$ cat src/hw/rtl/cls_pkg.sv
// Shared types, constants and the microcode table of the character LCD nibble sequencer.
package cls_pkg;

  // Operation codes of a request
  localparam logic [1:0] OP_INIT  = 2'd0;
  localparam logic [1:0] OP_WRITE = 2'd1;
  localparam logic [1:0] OP_POS   = 2'd2;

  // Characters with special handling
  localparam logic [7:0] CH_BACKSPACE = 8'h08;
  localparam logic [7:0] CH_NEWLINE   = 8'h0A;
  localparam logic [7:0] CH_FORMFEED  = 8'h0C;

  // Command bytes and DDRAM row bases
  localparam logic [7:0] CMD_CLEAR  = 8'h01;
  localparam logic [7:0] ROW1_BASE  = 8'h80;
  localparam logic [7:0] ROW2_BASE  = 8'hC0;
  localparam logic [1:0] ROW_FIRST  = 2'd1;
  localparam logic [1:0] ROW_SECOND = 2'd2;

  // Phases of one nibble transfer
  localparam logic [1:0] PH_SET  = 2'd0;
  localparam logic [1:0] PH_RISE = 2'd1;
  localparam logic [1:0] PH_FALL = 2'd2;

  localparam logic [1:0] HOLD_SHORT = 2'd1;

  // Microcode layout
  localparam int STEP_W = 5;
  localparam logic [STEP_W-1:0] ENTRY_INIT = 5'd0;
  localparam logic [STEP_W-1:0] ENTRY_BYTE = 5'd15;

  // Where a step takes its nibble (and select level) from
  typedef enum logic [1:0] {
    NSRC_HELD  = 2'd0,  // last driven pins, select from held state
    NSRC_CONST = 2'd1,  // nibble from the control word, command select
    NSRC_HI    = 2'd2,  // high nibble of the request byte
    NSRC_LO    = 2'd3   // low nibble of the request byte
  } nsrc_e;

  typedef struct packed {
    logic       single;  // one phase only, enable stays low
    nsrc_e      nsrc;
    logic [3:0] nib;
    logic [1:0] tail;    // hold of the final phase of the step
    logic       eop;     // final step of the program
  } ctl_t;

  function automatic ctl_t cls_rom(input logic [STEP_W-1:0] step);
    ctl_t w;
    w = '{single: 1'b1, nsrc: NSRC_HELD, nib: 4'h0, tail: 2'd1, eop: 1'b1};
    case (step)
      5'd0:  w = '{1'b1, NSRC_HELD,  4'h0, 2'd1, 1'b0};  // settle wait
      5'd1:  w = '{1'b0, NSRC_CONST, 4'h3, 2'd3, 1'b0};  // raw wake-up nibbles
      5'd2:  w = '{1'b0, NSRC_CONST, 4'h3, 2'd2, 1'b0};
      5'd3:  w = '{1'b0, NSRC_CONST, 4'h3, 2'd2, 1'b0};
      5'd4:  w = '{1'b0, NSRC_CONST, 4'h2, 2'd2, 1'b0};  // switch to 4-bit
      5'd5:  w = '{1'b0, NSRC_CONST, 4'h2, 2'd2, 1'b0};  // function set
      5'd6:  w = '{1'b0, NSRC_CONST, 4'hF, 2'd2, 1'b0};
      5'd7:  w = '{1'b0, NSRC_CONST, 4'h0, 2'd2, 1'b0};  // display off
      5'd8:  w = '{1'b0, NSRC_CONST, 4'h8, 2'd2, 1'b0};
      5'd9:  w = '{1'b0, NSRC_CONST, 4'h0, 2'd2, 1'b0};  // clear
      5'd10: w = '{1'b0, NSRC_CONST, 4'h1, 2'd2, 1'b0};
      5'd11: w = '{1'b0, NSRC_CONST, 4'h0, 2'd2, 1'b0};  // entry mode
      5'd12: w = '{1'b0, NSRC_CONST, 4'h6, 2'd2, 1'b0};
      5'd13: w = '{1'b0, NSRC_CONST, 4'h0, 2'd2, 1'b0};  // display on
      5'd14: w = '{1'b0, NSRC_CONST, 4'hC, 2'd2, 1'b1};
      5'd15: w = '{1'b0, NSRC_HI,    4'h0, 2'd2, 1'b0};  // byte routine
      5'd16: w = '{1'b0, NSRC_LO,    4'h0, 2'd2, 1'b1};
      default: w = '{1'b1, NSRC_HELD, 4'h0, 2'd1, 1'b1};
    endcase
    return w;
  endfunction

endpackage

$ cat src/hw/rtl/char_lcd_nibble_sequencer.sv
// Top level of the character LCD nibble sequencer: request decode, microcode sequencer, pins.
//
// Turns requests for a 4-bit character LCD into a run of pin phases.
// Input channel (in_valid_i / in_stall_o) carries one request item: operation_i
// (init, write character, set position), char_code_i, column_i, row_i.
// Output channel (out_valid_o / out_stall_i) carries one item per pin phase:
// reg_select_o, data_nibble_o, enable_o, hold_units_o and last_o on the run's final phase.
// Each nibble is three phases (set pins, raise enable, lower enable); a byte is
// high nibble then low nibble. Init gives one wait phase, four raw nibbles and
// five command bytes: 43 phases. A character or position gives 6 phases.
// Newline, form feed, bad positions and the unused operation give nothing.
// Timing: the request is registered into the sequencer state, then each phase
// into the output register; the next request is taken in the cycle after the
// final phase is loaded. Rate is set by the microcode step and phase counters,
// which issue one phase per cycle while the receiver does not stall.
// A receiver stall freezes the output register and the sequencer.
// Reset empties the output, idles the sequencer and clears the held pin levels
// that the init wait phase drives.
module char_lcd_nibble_sequencer #(
  parameter int COLUMNS = 16
) (
  input  logic       clk_i,
  input  logic       rst_ni,
  input  logic       in_valid_i,
  output logic       in_stall_o,
  input  logic [1:0] operation_i,
  input  logic [7:0] char_code_i,
  input  logic [4:0] column_i,
  input  logic [1:0] row_i,
  output logic       out_valid_o,
  input  logic       out_stall_i,
  output logic       reg_select_o,
  output logic [3:0] data_nibble_o,
  output logic       enable_o,
  output logic [1:0] hold_units_o,
  output logic       last_o
);
  import cls_pkg::*;

  logic              busy_q, busy_d;
  logic [STEP_W-1:0] step_q, step_d;
  logic [1:0]        ph_q, ph_d;
  logic [7:0]        byte_q, byte_d;
  logic              rs_q, rs_d;
  logic              held_sel_q, held_sel_d;
  logic [3:0]        held_dat_q, held_dat_d;
  logic              out_valid_q, out_valid_d;
  logic              out_rs_q;
  logic [3:0]        out_nib_q;
  logic              out_en_q;
  logic [1:0]        out_hold_q;
  logic              out_last_q;

  logic              accept;
  logic              start_run;
  logic [STEP_W-1:0] start_step;
  logic [7:0]        req_byte;
  logic              req_rs;
  logic              pos_ok;
  logic [7:0]        pos_addr;

  ctl_t              cw;
  logic              load;
  logic              step_done;
  logic              ph_rs;
  logic [3:0]        ph_nib;
  logic              ph_en;
  logic [1:0]        ph_hold;
  logic              ph_last;

  assign accept     = in_valid_i && !busy_q;
  assign in_stall_o = busy_q;

  // Request decode: pick the program entry and the byte to send
  assign pos_ok = (column_i != 5'd0) && (32'(column_i) <= 32'(COLUMNS)) &&
                  ((row_i == ROW_FIRST) || (row_i == ROW_SECOND));
  assign pos_addr = 8'(((row_i == ROW_FIRST) ? ROW1_BASE : ROW2_BASE) +
                       {3'b000, column_i} - 8'd1);

  always_comb begin
    start_run  = 1'b0;
    start_step = ENTRY_BYTE;
    req_byte   = char_code_i;
    req_rs     = 1'b1;
    case (operation_i)
      OP_INIT: begin
        start_run  = 1'b1;
        start_step = ENTRY_INIT;
      end
      OP_WRITE: begin
        if (char_code_i == CH_BACKSPACE) begin
          start_run = 1'b1;
          req_byte  = CMD_CLEAR;
          req_rs    = 1'b0;
        end else if ((char_code_i != CH_NEWLINE) && (char_code_i != CH_FORMFEED)) begin
          start_run = 1'b1;
        end
      end
      OP_POS: begin
        start_run = pos_ok;
        req_byte  = pos_addr;
        req_rs    = 1'b0;
      end
      default: start_run = 1'b0;
    endcase
  end

  // Phase generation from the current control word
  assign cw        = cls_rom(step_q);
  assign load      = busy_q && (!out_valid_q || !out_stall_i);
  assign step_done = cw.single || (ph_q == PH_FALL);
  assign ph_last   = step_done && cw.eop;
  assign ph_en     = !cw.single && (ph_q == PH_RISE);
  assign ph_hold   = step_done ? cw.tail : HOLD_SHORT;

  always_comb begin
    case (cw.nsrc)
      NSRC_HELD: begin
        ph_rs  = held_sel_q;
        ph_nib = held_dat_q;
      end
      NSRC_CONST: begin
        ph_rs  = 1'b0;
        ph_nib = cw.nib;
      end
      NSRC_HI: begin
        ph_rs  = rs_q;
        ph_nib = byte_q[7:4];
      end
      NSRC_LO: begin
        ph_rs  = rs_q;
        ph_nib = byte_q[3:0];
      end
      default: begin
        ph_rs  = held_sel_q;
        ph_nib = held_dat_q;
      end
    endcase
  end

  // Sequencer: advance phase, then step, drop busy after the final phase
  always_comb begin
    busy_d     = busy_q;
    step_d     = step_q;
    ph_d       = ph_q;
    byte_d     = byte_q;
    rs_d       = rs_q;
    held_sel_d = held_sel_q;
    held_dat_d = held_dat_q;
    if (accept && start_run) begin
      busy_d = 1'b1;
      step_d = start_step;
      ph_d   = PH_SET;
      byte_d = req_byte;
      rs_d   = req_rs;
    end else if (load) begin
      // every phase leaves its pins as the held levels
      held_sel_d = ph_rs;
      held_dat_d = ph_nib;
      if (step_done) begin
        ph_d = PH_SET;
        if (cw.eop) begin
          busy_d = 1'b0;
        end else begin
          step_d = step_q + 1'b1;
        end
      end else begin
        ph_d = ph_q + 2'd1;
      end
    end
  end

  // Output register: load on a free slot, hold while stalled
  always_comb begin
    if (load) begin
      out_valid_d = 1'b1;
    end else if (out_stall_i) begin
      out_valid_d = out_valid_q;
    end else begin
      out_valid_d = 1'b0;
    end
  end

  always_ff @(posedge clk_i or negedge rst_ni) begin
    if (!rst_ni) begin
      busy_q      <= 1'b0;
      step_q      <= ENTRY_INIT;
      ph_q        <= PH_SET;
      held_sel_q  <= 1'b0;
      held_dat_q  <= 4'h0;
      out_valid_q <= 1'b0;
    end else begin
      busy_q      <= busy_d;
      step_q      <= step_d;
      ph_q        <= ph_d;
      held_sel_q  <= held_sel_d;
      held_dat_q  <= held_dat_d;
      out_valid_q <= out_valid_d;
    end
  end

  always_ff @(posedge clk_i) begin
    byte_q <= byte_d;
    rs_q   <= rs_d;
    if (load) begin
      out_rs_q   <= ph_rs;
      out_nib_q  <= ph_nib;
      out_en_q   <= ph_en;
      out_hold_q <= ph_hold;
      out_last_q <= ph_last;
    end
  end

  assign out_valid_o   = out_valid_q;
  assign reg_select_o  = out_rs_q;
  assign data_nibble_o = out_nib_q;
  assign enable_o      = out_en_q;
  assign hold_units_o  = out_hold_q;
  assign last_o        = out_last_q;

endmodule

$ cat config.mk
export PLATFORM = sky130hd
export DESIGN_NAME = char_lcd_nibble_sequencer
export DESIGN_NICKNAME = d
export VERILOG_FILES = /design/src/hw/rtl/cls_pkg.sv /design/src/hw/rtl/char_lcd_nibble_sequencer.sv
export SDC_FILE = /design/constraint.sdc
export NUM_CORES = 1
export LEC_CHECK = 0
export BUFFER_PORTS_ARGS = -buffer_cell sky130_fd_sc_hd__buf_2
export CAP_MARGIN = 20
export CORE_MARGIN = 2
export CORE_UTILIZATION = 50
export DETAILED_ROUTE_END_ITERATION = 12
export HOLD_SLACK_MARGIN = 0.1
export PLACE_DENSITY = 0.82
export SLEW_MARGIN = 0
export SYNTH_ARGS = -nofsm -noshare
export SYNTH_HDL_FRONTEND = slang
export SYNTH_SLANG_ARGS = --single-unit
$ cat constraint.sdc
create_clock -name clk_i -period 2.1 [get_ports clk_i]
set_clock_uncertainty 0.15 [all_clocks]
set_input_delay 0.525 -clock clk_i [delete_from_list [all_inputs] [get_ports clk_i]]
set_output_delay 0.525 -clock clk_i [all_outputs]
set_load 0.005 [all_outputs]
# After elaboration in Yosys (flattened, before gate mapping)

Memories as Yosys holds them, arrays and structs flattened.
Index checks and enable logic that the tools add are counted.

Add/subtract/negate cells: 4
Order comparisons: 1
Equal/unequal tests: 14
Mux-type cells: 24
Bitwise operators: 1
Reduce and logical (&&, ||, !) cells: 25

Operators with widths:

| cell                                                  | number |
|---|---|
| two-way mux 5 bit                                     | 4 |
| inequality test 8 x 4 -> 1 bit, second input constant | 2 |
| case mux 4 bit (4 select lines)                       | 1 |
| case mux 8 bit (2 select lines)                       | 1 |
| equality test 2 bit, second input constant            | 5 |
| two-way mux 1 bit                                     | 9 |
| adder 8 x 5 -> 8 bit                                  | 1 |
| equality test 2 x 1 -> 1 bit, second input constant   | 4 |
| equality test 8 x 4 -> 1 bit, second input constant   | 1 |
| logical AND 1 bit                                     | 8 |
| two-way mux 8 bit                                     | 1 |
| subtractor 8 x 1 -> 8 bit, second input constant      | 1 |
| two-way mux 7 bit                                     | 1 |
| two-way mux 2 bit                                     | 3 |
| case mux 1 bit (3 select lines)                       | 2 |
| AND reduction 3 bit                                   | 2 |
| nonzero test 2 bit                                    | 3 |
| adder 5 x 1 -> 5 bit, second input constant           | 1 |
| <= comparator 5 bit, second input constant            | 1 |
| nonzero test 5 bit                                    | 1 |
| zero test 1 bit                                       | 4 |
| zero test 2 bit                                       | 2 |
| two-way mux 4 bit                                     | 1 |
| inequality test 2 x 1 -> 1 bit, second input constant | 2 |
| other kinds (6)                                       | 8 |

Register bits: 32
ROM bits: 320
Input bits: 21
Logic and storage cells: 83
Memories kept: 1

Memory list:

| memory           | depth | bits a word | rd ports | clocked after Yosys merged registers in | write ports | RTL line      | source |
|---|---|---|---|---|---|---|---|
| (name not given) | 32    | 10          | 1        | 0                                       | 0           | cls_pkg.sv:52 | `case (step)` |

# Depth between registers and ports, before layout

Depth in word-level cells: 8
Gate-level depth with buffers: 8
Mapped depth without buffers: 7

# Worst setup path before layout

OpenSTA, ideal clock, no wires.

Path kind: input port to flip-flop
Start: input port column_i[0]
End: register byte_q[0] (enable)
Arrival: 1.611 ns
Required time: 1.583 ns
Path slack: -0.028 ns
Cell stages on the path: 6
Path buffers: 0
Cells stage by stage: inv_1 > ha_1 > nor3b_2 > xnor2_1 > a311oi_2 > nor2_2

Word-level cells in the longest chain between the ends: 5
Elaborated cells between the ends (all ways): 6
Those cells by class: order compare: 1; mux: 1; reduce/logical: 4

RTL lines:

| what                                                             | RTL line                         | source |
|---|---|---|
| start: declaration                                               | char_lcd_nibble_sequencer.sv:28  | `input logic [4:0] column_i,` |
| <= comparator 5 bit / nonzero test 5 bit (equally long branches) | char_lcd_nibble_sequencer.sv:75  | `assign pos_ok = (column_i != 5'd0) && (32'(column_i) <= 32'(COLUMNS)) &&` |
| logical AND 1 bit * (2 in series)                                | char_lcd_nibble_sequencer.sv:75  |  |
| case mux 1 bit (3 select lines) *                                | char_lcd_nibble_sequencer.sv:85  | `case (operation_i)` |
| logical AND 1 bit *                                              | char_lcd_nibble_sequencer.sv:150 | `if (accept && start_run) begin` |
| end signal: assignment                                           | char_lcd_nibble_sequencer.sv:203 | `byte_q <= byte_d;` |
| end: declaration                                                 | char_lcd_nibble_sequencer.sv:43  | `logic [7:0] byte_q, byte_d;` |

Every way passes the cells marked *; elsewhere a longest branch is shown, timed or not.
A chain may end at the register's enable or synchronous reset.

# Final worst setup path

Start: register step_q[0]
End: register out_nib_q[0] (netlist: data_nibble_o[0]), data pin

Word-level cells in the longest chain between the ends: 3
Elaborated cells between the ends (all ways): 6
Those cells by class: eq/ne: 3; mux: 1; reduce/logical: 1; memory: 1

RTL lines:

| what                                        | RTL line                         | source |
|---|---|---|
| start: declaration                          | char_lcd_nibble_sequencer.sv:41  | `logic [STEP_W-1:0] step_q, step_d;` |
| start signal: assignment                    | char_lcd_nibble_sequencer.sv:194 | `step_q <= step_d;` |
| memory (32 x 10 bit) *                      | --                               |  |
| equality test 2 bit (tied with other cells) | char_lcd_nibble_sequencer.sv:117 | `case (cw.nsrc)` |
| case mux 4 bit (4 select lines) *           | char_lcd_nibble_sequencer.sv:117 |  |
| via ph_nib[0]                               | char_lcd_nibble_sequencer.sv:66  | `logic [3:0] ph_nib;` |
| end signal: assignment                      | char_lcd_nibble_sequencer.sv:207 | `out_nib_q <= ph_nib;` |
| end: declaration                            | char_lcd_nibble_sequencer.sv:49  | `logic [3:0] out_nib_q;` |

Mark *: on every way through the listed nets, which the timed path passes. The rest lies on a longest branch.

==> parameters.txt <==
Parameter                              Value

Floorplan
  Total I/O pin count    32
  Area of the core    0.00374 mm²
  Y dimension of the die    67.3 µm
  Number of rows created at floorplan    22
  Total Die Area    0.00452 mm²
  Horizontal die dimension    67.3 µm
  Initial standard-cell utilization of the core    0.534

Critical path
  Required time at the worst-slack endpoint    1.98 ns
  Crit Reg-Reg Startpoint    step_q[0]
  Endpoint class of the critical path    flip-flop
  Cells traversed along the worst timing path    inv_1 -> ha_2 -> or3b_4 -> xnor2_2 -> a21oi_1 -> nand2_1
  Biggest fanout along the worst timing path    5
  Critical Path Max Stage Delay    0.44 ns
  Library cell contributing the largest single delay on the critical path    sky130_fd_sc_hd__dfrtp_2
  Largest delay share family, worst path    simple AND/OR/NAND/NOR gates
  Worst Path Class, Setup    reg -> reg
  Worst reg2reg path depth    6
  Buffer and inverter count on the worst path    1
  Worst Setup SP    step_q[0]
  Arrival time at the worst endpoint    1.91 ns
  Flop-to-flop setup slack    0.07 ns
  Reg-to-reg critical path endpoint    data_nibble_o[0]
  Startpoint Class    flip-flop

Timing
  Fin. Hold Viols    0
  Setup-failing EPs final    0
  Post-route clock period utilization    0.967
  Minimum hold slack    0.332 ns
  Total negative slack    0 ns
  Peak Freq    493 MHz
  Unrepaired setup endpoints after global routing    no
  Max transition margin    0.643
  Final critical delay including setup and external delays    2.03 ns
  Final max-slew violation count    0
  Smallest setup slack after layout    0.0701 ns
  Worst-Margin Slew    0.536 ns

Finish
  Combined flip-flop and latch cell area    892 µm²
  Count of inserted antenna diode cells    0
  Post-route cell area    0.00241 mm²
  Count of fill cells added during filler insertion    328
  Fraction of the core area covered by cells at the end of the flow    0.644
  Post-synthesis to final-layout area growth    20.6%
  Area occupied by multi-input gates    0.00102 mm²
  Layout net count    278
  Fraction of layout instances using a drive strength above 1    0.297
  Final Non-Filler Cells    294

Global routing
  Initial antenna violation count    0
  Met1 demand-to-capacity share in global routing    0.252
  First-pass GRT wire length    7050 µm
  Largest net degree at the start of global routing    18
  Number of global-route vias before repair    1,554
  Routing layer with the top usage in global route    met2
  Met2 track demand over resource    0.363
  Overall Global Routing Usage    0.211
  GR met3 Demand/Resource    0.0550
  Total overflow reported by the global router    0

Yosys
  Proportion of netlist area held by the largest area contributor    0.270
  Asr flop ratio synth    0.438
  Post-synthesis cell type count    52
  Flop and latch count out of synthesis    32
  Yosys Warn Count    0
  Synthesized netlist net count    232
  Post-synthesis cell area    0.00200 mm²
  Number of instances in the synthesized netlist    199
  Part of the Yosys area used for sequential elements    0.445
  Area leader, netlist    sky130_fd_sc_hd__edfxtp_1
  Number of synthesized flops with an enable pin    18
  Area contributors post-synth    sky130_fd_sc_hd__edfxtp_1 (27%), sky130_fd_sc_hd__dfrtp_1 (18%), sky130_fd_sc_hd__ha_1 (7.5%)
  Average cell area after synthesis    10.1 µm²
  Prevailing post-synth register cell    sky130_fd_sc_hd__edfxtp_1

Pwr
  Total leakage power    1.04 nW
  Peak supply drop    0.386 mV
  Overall power after layout    3.16 mW
  Power Dens Cells    1310 mW/mm²

Placed design
  Sum of net half-perimeters after detailed placement    3130 µm
  Cell area reported after detailed placement    0.00230 mm²
  Number of placed cells counting well taps    285
  Placer's final routability congestion estimate    0.845
  Post-placement setup slack    -0.132 ns
  Number of input and output port buffers inserted    31

Min path
  Worst Min Path Start    out_stall_i
  Hold crit path type    in -> reg
  Worst hold stages    3
  End point of the most critical hold path    out_valid_o

Drt
  Post-detailed-route DRC marker count    0
  Wire length per cell    14.3 µm
  Violation count after the first detailed-routing iteration    126
  Vias    1,637
  Pre-Repair DR Iteration Count    6
  Vias per inst    5.57
  Wire length after detailed routing    4210 µm
  Count of antenna-violating nets left after detailed routing    0

Run
  # Max-Cap Violations    0

Clock network
  CTS tree    built
  Buffers inserted during post-CTS setup optimization    0
  Num CTS Buffers    5
  H-tree depth reported by CTS    2
  Worst-skew pair later-pin latency    0.28 ns
  Root buffer cell    sky130_fd_sc_hd__clkbuf_8
  Max Buffers Root-to-Sink    2
  Clock-pin slew reported for the worst setup and hold paths after clock tree synthesis    0.07 ns
  Number of sinks handled by clock tree synthesis    32

Run status
  Run status    completed
## power breakdown
part | internal, mW | switching [mW] | total [mW]
clock network | 0.232 | 0.209 | 0.441
logic | 0.740 | 0.841 | 1.58
registers | 0.954 | 0.189 | 1.14
total | 1.93 | 1.24 | 3.16
## cells by family (layout without fill, tap and decap cells)
family | after synthesis | in the layout | synth area share
AND/OR/NAND/NOR | 64 | 64 | 0.161
AO/OA/AOI/OAI | 54 | 54 | 0.199
flip-flops | 32 | 32 | 0.445
buffers and inverters | 24 | 71 | 0.0557
adder cells (fa/ha/maj) | 12 | 12 | 0.0750
XOR/XNOR | 8 | 8 | 0.0388
multiplexers | 5 | 5 | 0.0250
## worst max-delay path by stage
stage,endpoint,depth (start not counted),slack (ns)
final,data_nibble_o[0],6,0.07
after global routing,ph_q[0],7,0.002
after CTS,data_nibble_o[3],7,0.02
after detailed placement,ph_q[1],8,-0.13
after global placement,byte_q[1],7,-0.09
after floorplan,ph_q[1],7,0.08
## metal layers
metal | part of all wire | wire, µm
met1 | 0.41 | 1710
met2 | 0.52 | 2210
met4 | 0.0090 | 38
met5 | 0 | 0
met3 | 0.059 | 248
## flip-flops by register name, indices dropped and copies added, names as in the netlist, 2 cells and up
name,count
byte_q,8
data_nibble_o,4
held_dat_q,4
hold_units_o,2
ph_q,2
step_q,5
## layout make-up
type / count / area share
Clock buffer: 7 / 0.0316
Inverter: 15 / 0.0233
Clock inverter: 1 / 0.00207
Timing Repair Buffer: 48 / 0.123
Multi-Input combinational cell: 143 / 0.425
Sequential cell: 32 / 0.370
Tap cell: 48 / 0.0249
## tightest hold or removal path: cells and delay by family
kind	cells	cell delay (ns)
buffers and inverters	1	0.07
and+or+nand+nor	2	0.14
## placed cells by master (no fill, tap or decap), types with 3 or more instances in the layout
master	instances
sky130_fd_sc_hd__xnor2_1	6
sky130_fd_sc_hd__buf_2	31
sky130_fd_sc_hd__nor3_1	4
sky130_fd_sc_hd__edfxtp_1	18
sky130_fd_sc_hd__clkbuf_8	5
sky130_fd_sc_hd__buf_4	15
sky130_fd_sc_hd__ha_1	11
sky130_fd_sc_hd__nand3_1	4
sky130_fd_sc_hd__nand2_1	28
sky130_fd_sc_hd__inv_1	14
sky130_fd_sc_hd__a31oi_1	3
sky130_fd_sc_hd__o22ai_1	4
sky130_fd_sc_hd__o21ai_0	11
sky130_fd_sc_hd__dfrtp_1	13
sky130_fd_sc_hd__mux2i_1	5
sky130_fd_sc_hd__nor2_1	12
sky130_fd_sc_hd__a21oi_1	9
## Yosys cell counts, types with 3 or more instances
cell type                  instances
sky130_fd_sc_hd__xnor2_1           6
sky130_fd_sc_hd__dfrtp_1          14
sky130_fd_sc_hd__edfxtp_1         18
sky130_fd_sc_hd__nand3_1           4
sky130_fd_sc_hd__nand2_1          28
sky130_fd_sc_hd__nor3_1            4
sky130_fd_sc_hd__a221oi_1          3
sky130_fd_sc_hd__mux2i_1           5
sky130_fd_sc_hd__o21ai_0          11
sky130_fd_sc_hd__o22ai_1           4
sky130_fd_sc_hd__a21oi_1           9
sky130_fd_sc_hd__buf_2             5
sky130_fd_sc_hd__nor2_1           13
sky130_fd_sc_hd__inv_1            14
sky130_fd_sc_hd__a31oi_1           4
sky130_fd_sc_hd__ha_1             12
## what timing repair did
action	4_1_cts	5_1_grt
cloned	0	0
hold buffers	1	0
resized for setup	1	6
hold endpoints to repair	14	0
pin swaps	0	1
setup endpoints to repair	2	9
Note: power is estimated with default switching activity, not from simulation.
